### src/sv/apt_pkg.sv
`timescale 1ns / 1ps
`default_nettype none

package apt_pkg;

	localparam int TIME_W          = 31;
	localparam int DT_W            = 24;
	localparam int SPD_W           = 16;
	localparam int FC_W            = 16;
	localparam int KIND_W          = 2;
	localparam int CFG_IDX_W       = 3;
	localparam int CFG_DATA_W      = 31;
	localparam int SPEED_FRAC_BITS = 8;
	// product of time and frame count, also the dividend/quotient register
	localparam int ACC_W           = TIME_W + FC_W;
	localparam int CNT_W           = 6;
	localparam int STEP_W          = DT_W + SPD_W + 1 - SPEED_FRAC_BITS;
	localparam int SUM_W           = 34;

	localparam logic [KIND_W-1:0] KIND_TICK  = 2'd0;
	localparam logic [KIND_W-1:0] KIND_PLAY  = 2'd1;
	localparam logic [KIND_W-1:0] KIND_PAUSE = 2'd2;

	localparam logic [CFG_IDX_W-1:0] CFG_CLIP_DURATION = 3'd0;
	localparam logic [CFG_IDX_W-1:0] CFG_PLAY_SPEED    = 3'd1;
	localparam logic [CFG_IDX_W-1:0] CFG_FRAME_COUNT   = 3'd2;
	localparam logic [CFG_IDX_W-1:0] CFG_LOOP_ENABLE   = 3'd3;

	localparam logic [SPD_W-1:0] SPEED_RESET = 16'd256;

	// last iteration of each serial pass
	localparam logic [CNT_W-1:0] MUL_LAST  = 6'(SPD_W - 1);
	localparam logic [CNT_W-1:0] WRAP_LAST = 6'(TIME_W);
	localparam logic [CNT_W-1:0] FRM_LAST  = 6'(ACC_W - 1);

	typedef enum logic [3:0] {
		ST_IDLE,
		ST_STEP_MUL,
		ST_STEP_ADD,
		ST_WRAP_DIV,
		ST_WRAP_FIX,
		ST_FRM_START,
		ST_FRM_MUL,
		ST_FRM_DIV,
		ST_OUT
	} apt_state_t;

	typedef enum logic [2:0] {
		ARITH_HOLD,
		ARITH_LOAD_MUL,
		ARITH_MUL,
		ARITH_LOAD_DIV,
		ARITH_DIV
	} arith_op_t;

	typedef struct packed {
		arith_op_t         op;
		logic [TIME_W-1:0] mcand;
		logic [SPD_W-1:0]  mplr;
		logic [ACC_W-1:0]  dividend;
	} arith_cmd_t;

endpackage

`default_nettype wire

### src/sv/apt_arith.sv
`timescale 1ns / 1ps
`default_nettype none

// bit-serial shift-add multiplier and restoring divider sharing one register
module apt_arith import apt_pkg::*; (
	input  wire logic              clk,
	input  wire arith_cmd_t        cmd,
	input  wire logic [TIME_W-1:0] divisor,
	output logic [ACC_W-1:0]       acc,
	output logic [TIME_W-1:0]      rem
);

	logic [ACC_W-1:0]  acc_q;
	logic [TIME_W-1:0] rem_q;
	logic [TIME_W-1:0] mcand_q;
	logic [SPD_W-1:0]  mplr_q;

	logic [TIME_W:0]   mul_sum;
	logic [TIME_W:0]   div_shift;
	logic [TIME_W+1:0] div_trial;
	logic              div_fits;

	always_comb begin
		mul_sum   = {1'b0, acc_q[ACC_W-1:SPD_W]}
			+ (mplr_q[0] ? {1'b0, mcand_q} : '0);
		div_shift = {rem_q, acc_q[ACC_W-1]};
		div_trial = {1'b0, div_shift} - {2'b00, divisor};
		div_fits  = !div_trial[TIME_W+1];
	end

	always_ff @(posedge clk) begin
		unique case (cmd.op)
			ARITH_LOAD_MUL: begin
				acc_q   <= '0;
				rem_q   <= '0;
				mcand_q <= cmd.mcand;
				mplr_q  <= cmd.mplr;
			end
			ARITH_MUL: begin
				acc_q  <= {mul_sum, acc_q[SPD_W-1:1]};
				mplr_q <= {1'b0, mplr_q[SPD_W-1:1]};
			end
			ARITH_LOAD_DIV: begin
				acc_q <= cmd.dividend;
				rem_q <= '0;
			end
			ARITH_DIV: begin
				acc_q <= {acc_q[ACC_W-2:0], div_fits};
				rem_q <= div_fits ? div_trial[TIME_W-1:0] : div_shift[TIME_W-1:0];
			end
			ARITH_HOLD: begin
			end
			default: begin
			end
		endcase
	end

	assign acc = acc_q;
	assign rem = rem_q;

endmodule

`default_nettype wire

### config.mk
export PLATFORM = sky130hd
export DESIGN_NAME = apt_arith
export DESIGN_NICKNAME = d
export VERILOG_FILES = /design/src/sv/apt_pkg.sv /design/src/sv/apt_arith.sv
export SDC_FILE = /design/constraint.sdc
export NUM_CORES = 1
export LEC_CHECK = 0
export ABC_AREA = 1
export BUFFER_PORTS_ARGS = -buffer_cell sky130_fd_sc_hd__buf_2
export CORE_MARGIN = 1
export CORE_UTILIZATION = 42
export CTS_CLUSTER_DIAMETER = 40
export DETAILED_ROUTE_END_ITERATION = 6
export PLACE_DENSITY = 0.68
export SLEW_MARGIN = 20
export SYNTH_ARGS = -nofsm -noshare
export SYNTH_HDL_FRONTEND = slang
export SYNTH_SLANG_ARGS = --single-unit
### constraint.sdc
create_clock -name clk -period 7.35 [get_ports clk]
set_input_delay 1.1025 -clock clk [delete_from_list [all_inputs] [get_ports clk]]
set_output_delay 1.1025 -clock clk [all_outputs]
set_load 0.02 [all_outputs]
**Word-level counts from Yosys, hierarchy flattened**

Index checks and enable logic that the tools add are counted.

- Bits in registers: 125
- Input port bits: 129
- Output and inout port bits: 78
- Word-level logic and storage cells: 20

- $add $sub $neg: 2
- Equal/unequal tests: 4
- Mux-type cells: 5
- Reductions and logical operators: 5

Operators with widths:

| cell | number |
|---|---|
| one-hot mux 47 bit (4 select lines) | 1 |
| two-way mux 31 bit | 2 |
| one-hot mux 31 bit (2 select lines) | 1 |
| subtractor 32 x 31 -> 33 bit | 1 |
| adder 31 x 31 -> 32 bit | 1 |
| one-hot mux 16 bit (2 select lines) | 1 |
| equality test 3 x 2 -> 1 bit (second input constant) | 2 |
| nonzero test 2 bit | 2 |
| nonzero test 4 bit | 1 |
| equality test 3 x 1 -> 1 bit (second input constant) | 1 |
| equality test 3 bit (second input constant) | 1 |
| OR reduction 2 bit | 1 |
| zero test 1 bit | 1 |

**Depth between registers and ports, before layout**

Gate-level depths: netlist of the first run.

- Depth in word-level cells: 3
- Depth in mapped cells: 18
- Gate-level depth less buffers: 17

**Worst setup path after synthesis of the first run**

OpenSTA, ideal clock, no wires.

- Kind: in2reg
- From: in cmd[96] (netlist bit)
- To: reg acc_q[0], in the netlist acc[0], enable pin
- Setup time: 0.406 ns
- Data arrival time: 3.668 ns
- Data required time: 6.944 ns
- Path slack: 3.276 ns
- Stages: 4
- Path buffers: 0
- Cells stage by stage: inv_1 nand2_1 o21ai_0 or3_1

- Longest elaborated chain between the ends: 2
- Elaborated cells between the ends (all ways): 5
- Those cells by class: eq/ne: 4; reduce/logical: 1

RTL lines:

| what | line | source |
|---|---|---|
| from (decl) | apt_arith.sv:7 | `input wire arith_cmd_t cmd,` |
| equality test 3 x 2 -> 1 bit (tied with other cells) | apt_arith.sv:32 | `unique case (cmd.op)` |
| nonzero test 4 bit (no line) (*) | - |  |
| to (signal assigned) | apt_arith.sv:40 | `acc_q <= {mul_sum, acc_q[SPD_W-1:1]};` |
| to (signal assigned) | apt_arith.sv:44 | `acc_q <= cmd.dividend;` |
| to (signal assigned) | apt_arith.sv:48 | `acc_q <= {acc_q[ACC_W-2:0], div_fits};` |
| to (decl) | apt_arith.sv:13 | `logic [ACC_W-1:0] acc_q;` |

Mark *: on every way between the ends. The rest lies on a longest branch, timed or not.
A chain may end at the register's enable or synchronous reset.

**Worst setup path in the final report of the first run**

- From: in divisor[0]
- To: reg rem_q[18], in the netlist rem[18], data pin

- Longest elaborated chain between the ends: 3

RTL lines:

| what | line | source |
|---|---|---|
| from (decl) | apt_arith.sv:8 | `input wire logic [TIME_W-1:0] divisor,` |
| subtractor 32 x 31 -> 33 bit | apt_arith.sv:27 | `div_trial = {1'b0, div_shift} - {2'b00, divisor};` |
| two-way mux 31 bit | apt_arith.sv:49 | `rem_q <= div_fits ? div_trial[TIME_W-1:0] : div_shift[TIME_W-1:0];` |
| one-hot mux 31 bit (2 select lines) | apt_arith.sv:32 |  |
| to (signal assigned) | apt_arith.sv:49 |  |
| to (decl) | apt_arith.sv:14 | `logic [TIME_W-1:0] rem_q;` |

No other way between the ends.

==> results of run 1 <==
## final timing paths
path,start,end,slack [ns],cells after the start
max,divisor[0],rem[18],3.71,16
min,mplr_q[1],mplr_q[0],0.52,2
max reg2reg,acc[46],rem[18],3.83,16
min reg2reg,mplr_q[1],mplr_q[0],0.52,2
## logic make-up (layout without fill, tap and decap cells)
| group | count (synthesis) | count (layout) | share of synthesized area (%) |
|---|---|---|---|
| compound gates | 134 | 134 | 8.144 |
| other cells | 0 | 2 | 0 |
| simple gates | 842 | 842 | 33.48 |
| flops | 125 | 125 | 36.57 |
| fa+ha+maj | 64 | 64 | 7.948 |
| xor+xnor | 16 | 16 | 1.365 |
| buf+inv | 332 | 547 | 12.50 |
## where the power goes
part | switching [mW] | internal [mW]
logic | 0.413 | 0.212
registers | 0.0384 | 0.852
clock network | 0.397 | 0.493
## routing by layer
layer	up-vias	wire, um	track usage [%]
li1	5194	-	-
met1	4457	13050	29.67
met2	291	13960	41.83
met3	49	1154	3.293
met4	0	792	7.967
met5	-	0	0
## placed cells by master (no fill, tap or decap), drive strengths merged
cell and count:
a21oi 57, nand3 100, nand2 579, nor2 120, o311ai 1, ha 62, bufinv 1, buf 213
o221ai 13, a21o 1, nor3 13, a22o 16, o21bai 10, nand3b 7, fa 2, o21ai 28
a211o 1, or3 1, inv 309, edfxtp 125, and2 5, clkbuf 17, a22oi 1, a21boi 1
or2 4, nand4 11, xor2 11, o211ai 5, nor4 2, diode 2, xnor2 5, clkinv 7
## cell usage after synthesis
cell type / number
nand2_1: 576
inv_1: 299
edfxtp_1: 125
nor2_1: 111
nand3_1: 99
ha_1: 62
a21oi_1: 56
o21ai_0: 24
clkbuf_1: 19
a22o_1: 16
o221ai_1: 13
nor3_1: 12
nand4_1: 11
xor2_1: 11
o21bai_1: 10
nand3b_1: 7
nor2_2: 7
and2_1: 5
o211ai_1: 5
xnor2_1: 5
buf_1: 4
buf_6: 4
o21ai_1: 4
buf_2: 3
nand2_2: 3
or2_2: 3
fa_1: 2
inv_2: 2
nor2_4: 2
nor4_1: 2
a211o_1: 1
a21boi_0: 1
a21o_1: 1
a21oi_2: 1
a22oi_1: 1
inv_4: 1
nand3_2: 1
nor3_2: 1
o311ai_0: 1
or2_1: 1
or3_1: 1
## area by class of cell
| cell class | count | area [um^2] | share of cell area, % |
|---|---|---|---|
| timing repair buffer | 213 | 1084 | 8.841 |
| multi-input combinational | 1056 | 5253 | 42.86 |
| clock inverter | 15 | 200.2 | 1.633 |
| antenna | 2 | 5.005 | 0.04084 |
| clock buffer | 17 | 425.4 | 3.471 |
| inverter | 302 | 1136 | 9.270 |
| tap | 319 | 399.1 | 3.257 |
| sequential | 125 | 3754 | 30.63 |
## registers in the layout, indices dropped and copies added, names as in the netlist
name and flops:
acc 47, mcand_q 31, rem 31, mplr_q 16
## tightest hold or removal path, cell delays in order, from the launching register on
cell      delay (ns)
edfxtp_1        0.32
nand2_1         0.05
nand2_1         0.05
==> flow_metrics.env, run 1 <==
export IMPL_status="finished clean"
export IMPL_syn_num_nets=1706
export IMPL_num_vias=9991
export IMPL_post_route_util_pct=51.60
export IMPL_wirelength_mm=28.96
export IMPL_crit_arrival_ns=3.82
export IMPL_cts_sinks=125
export IMPL_fill_cells=2440
export IMPL_grt_pass1_vias=9536
export IMPL_maxSlewHeadroom_pct=31.62
export IMPL_grt_pass1_wl_mm=46.04
export IMPL_clk_latency_ns=0.43
export IMPL_cts_root_buf="clkbuf_16"
export IMPL_overflow=0
export IMPL_port_buffer_count=206
export IMPL_leakage_nw=6.800
export IMPL_die_x_um=158.3
export IMPL_syn_area_um2=10260
export IMPL_synth_cell_types=41
export IMPL_dr_pass1_iters=5
export IMPL_cts_tree="built"
export IMPL_post_synth_cell_area_avg_um2=6.784
export IMPL_dp_cells=2015
export IMPL_postLayoutCellArea_um2=12260
export IMPL_htreeDepth=4
export IMPL_avgViaCountPerCell=4.876
export IMPL_clk_pin_slew_ns=0.07
export IMPL_crit_buf_inv=3
export IMPL_yosys_warnings=0
export IMPL_area_growth_pct=19.41
export IMPL_hpwl_mm=22.58
export IMPL_gp_congestion=0.9166
export IMPL_critPathRequiredTime_ns=7.53
export IMPL_cts_resized=0
export IMPL_finalWorstSetupSlack_ns=3.710
export IMPL_cts_max_path_buffers=2
export IMPL_antenna_found_initial=2
export IMPL_ys_top_cells_by_area="edfxtp_1 37%, nand2_1 21%, inv_1 11%"
export IMPL_dieArea_um2=25070
export IMPL_synth_seq_area_share_pct=36.57
export IMPL_fin_skew_ns=0.01618
export IMPL_peakVddDrop_mv=0.1333
export IMPL_hold_path_class="reg -> reg"
export IMPL_cpMaxStageDelayCell="nand2_1"
export IMPL_finalSetupViolCount=0
export IMPL_cap_violations=0
export IMPL_cpPeakStageDelay_ns=0.60
export IMPL_dp_worst_setup_slack_ns=3.224
export IMPL_p_total_mw=2.404
export IMPL_cts_hold_fix_buffers=0
export IMPL_cts_buffers=17
export IMPL_synth_area_leader_cell="edfxtp_1"
export IMPL_endpoint_kind="flip-flop"
export IMPL_drv_slew=0
export IMPL_nNetsFinal=1908
export IMPL_cp_max_fo=39
export IMPL_io_pins=207
export IMPL_place_area_um2=11620
export IMPL_tightest_slew_ns=1.026
export IMPL_cp_common_cell="nand2_1"
export IMPL_ys_ff_latch=125
export IMPL_drt_iter0_drc=543
export IMPL_drc_errors=0
export IMPL_core_area_um2=23750
export IMPL_grt_total_usage_pct=23.74
export IMPL_final_hold_viol_count=0
export IMPL_die_y_um=158.3
export IMPL_synth_top_area_share_pct=36.57
export IMPL_synth_cells=1513
export IMPL_rows=56
export IMPL_worst_setup_path_start_kind="primary input"
export IMPL_final_setup_tns_ns=0
export IMPL_routedWlPerCell_um=14.14
export IMPL_rsz0062_at_grt="no"
export IMPL_power_density_nw_per_um2=196.2
export IMPL_detail_route_antenna_nets=0
export IMPL_min_period_ns=3.640
export IMPL_instances_no_fill=2049
export IMPL_crit_family="simple AND/OR/NAND/NOR gates"
export IMPL_drive_gt1_share_pct=15.68
export IMPL_cts_setup_buffers=0
export IMPL_worst_setup_path_type="in -> reg"
export IMPL_crit_chain="buf_2 -> ha_1 -> inv_1 -> fa_1 -> nand3_1 -> nand3_2 -> nand2_1 -> nand2_1 -> nand2_1 -> nand2_1 -> nand2_1 -> nand2_2 -> nand2_1 -> nand2_1 -> o21ai_0 -> inv_1"
export IMPL_grt_max_degree=66
export IMPL_whs_ns=0.5202
export IMPL_period_share_pct=49.52
export IMPL_initial_core_util_pct=43.21
export IMPL_max_freq_mhz=274.8
(Power assumes the default switching activity.)
==> run 2: changes to the inputs <==
==> constraint.sdc (replaced) <==
create_clock -name clk -period 3.5 [get_ports clk]
set_input_delay 0.525 -clock clk [delete_from_list [all_inputs] [get_ports clk]]
set_output_delay 0.525 -clock clk [all_outputs]
set_load 0.02 [all_outputs]
==> flow_metrics.env, run 2 (same netlist as run 1, synthesis figures left out) <==
export IMPL_status="finished clean"
export IMPL_final_hold_viol_count=0
export IMPL_cts_max_path_buffers=2
export IMPL_r2r_start="acc[46]"
export IMPL_largest_reg_flops=47
export IMPL_cts_root_buf="clkbuf_16"
export IMPL_drv_slew=0
export IMPL_fin_skew_ns=0.01059
export IMPL_dr_pass1_iters=5
export IMPL_cts_tree="built"
export IMPL_rows=56
export IMPL_drc_errors=0
export IMPL_multi_input_area_um2=5249
export IMPL_grt_use_met2_pct=42.40
export IMPL_nNetsFinal=1913
export IMPL_regArea_um2=3754
export IMPL_drive_gt1_share_pct=15.93
export IMPL_cts_resized=0
export IMPL_finalSetupViolCount=0
export IMPL_grtUsageMet1_pct=29.60
export IMPL_hold_depth=1
export IMPL_io_pins=207
export IMPL_worst_setup_path_start_kind="flip-flop"
export IMPL_busiest_layer="met2"
export IMPL_gp_congestion=1.010
export IMPL_use_met3_pct=3.402
export IMPL_final_cell_mix="576 x nand2_1, 299 x inv_1, 206 x buf_2, 125 x edfxtp_1, 109 x nor2_1"
export IMPL_initial_core_util_pct=43.21
export IMPL_crit_arrival_ns=3.16
export IMPL_rr_worst_depth=16
export IMPL_maxSlewHeadroom_pct=60.44
export IMPL_antenna_found_initial=0
export IMPL_endpoint_kind="flip-flop"
export IMPL_cp_max_fo=13
export IMPL_grt_total_usage_pct=24.01
export IMPL_wirelength_mm=29.61
export IMPL_leakage_nw=6.827
export IMPL_power_density_nw_per_um2=412.9
export IMPL_grt_max_degree=48
export IMPL_hold_path_class="in -> reg"
export IMPL_r2r_end="rem[18]"
export IMPL_clk_latency_ns=0.43
export IMPL_instances_no_fill=2052
export IMPL_max_freq_mhz=335.2
export IMPL_drt_iter0_drc=632
export IMPL_routedWlPerCell_um=14.43
export IMPL_grt_pass1_wl_mm=46.62
export IMPL_core_area_um2=23750
export IMPL_cts_sinks=125
export IMPL_avgViaCountPerCell=4.905
export IMPL_area_growth_pct=19.76
export IMPL_r2r_setup_slack_ns=0.52
export IMPL_detail_route_antenna_nets=0
export IMPL_cts_buffers=17
export IMPL_fill_cells=2436
export IMPL_dieArea_um2=25070
export IMPL_grt_pass1_vias=9589
export IMPL_critPathRequiredTime_ns=3.68
export IMPL_diodes=0
export IMPL_htreeDepth=4
export IMPL_port_buffer_count=206
export IMPL_cts_setup_buffers=0
export IMPL_dp_cells=2020
export IMPL_die_y_um=158.3
export IMPL_final_setup_tns_ns=0
export IMPL_num_vias=10070
export IMPL_holdPathEnd="mcand_q[1]"
export IMPL_overflow=0
export IMPL_layout_cells_most_common="nand2_1"
export IMPL_cts_hold_fix_buffers=0
export IMPL_crit_start="acc[46]"
export IMPL_hold_start="cmd[64]"
export IMPL_worst_setup_path_type="reg -> reg"
export IMPL_tightest_slew_ns=0.5919
export IMPL_clk_pin_slew_ns=0.07
export IMPL_die_x_um=158.3
export IMPL_cap_violations=0
export IMPL_period_share_pct=85.23
export IMPL_rsz0062_at_grt="no"
export IMPL_min_period_ns=2.983
export IMPL_peakVddDrop_mv=0.2414
export IMPL_hpwl_mm=22.93
-- run 2: layer usage --
layer / wire length [um] / vias to the layer above
li1: - / 5187
met1: 13100 / 4512
met2: 14300 / 315
met3: 1390 / 51
met4: 819 / 0
met5: 0 / -
-- run 2: where the power goes --
part	internal [mW]	switching, mW
Combinational	0.452	0.879
Sequential	1.79	0.0766
Clock	1.03	0.845
Total	3.27	1.80
-- run 2: worst max-delay path: stages (launching register included) --
cell and delay, ns:
edfxtp_1 0.47, inv_1 0.15, ha_1 0.15, inv_1 0.07, fa_1 0.46, nand3_1 0.14
nand3_2 0.10, nand2_1 0.08, nand2_1 0.09, nand2_1 0.08, nand2_1 0.09, nand2_1 0.08
nand2_2 0.05, nand2_1 0.44, nand2_1 0.10, o21ai_0 0.11, inv_1 0.05
-- run 2: worst max path at each step --
stage	slack [ns]	endpoint
floorplan	0.003	acc[0]
global placement	0.60	acc[0]
detailed placement	0.53	rem[18]
CTS	0.51	rem[18]
global route	0.26	rem[18]
finish	0.52	rem[18]
-- run 2: layout make-up --
class	count	share of cell area, %
Multi-Input combinational cell	1056	42.70
Tap cell	319	3.247
Timing Repair Buffer	218	9.222
Sequential cell	125	30.54
Inverter	302	9.243
Clock buffer	17	3.461
Clock inverter	15	1.588
-- run 2: through the flow --
step	hold slack (ns)	cell area [um^2]	setup slack, ns	total power, mW	util [%]
4_1_cts	0.2568	12290	0.5062	5.097	51.75
5_1_grt	0.2523	12290	0.2642	5.329	51.75
3_5_place_dp	0.5045	11670	0.5255	3.217	49.14
3_3_place_gp	0.5015	11670	0.6037	3.200	49.14
6_report	0.2673	12290	0.5170	5.076	51.75
2_1_floorplan	0.4943	10260	0.003130	2.803	-
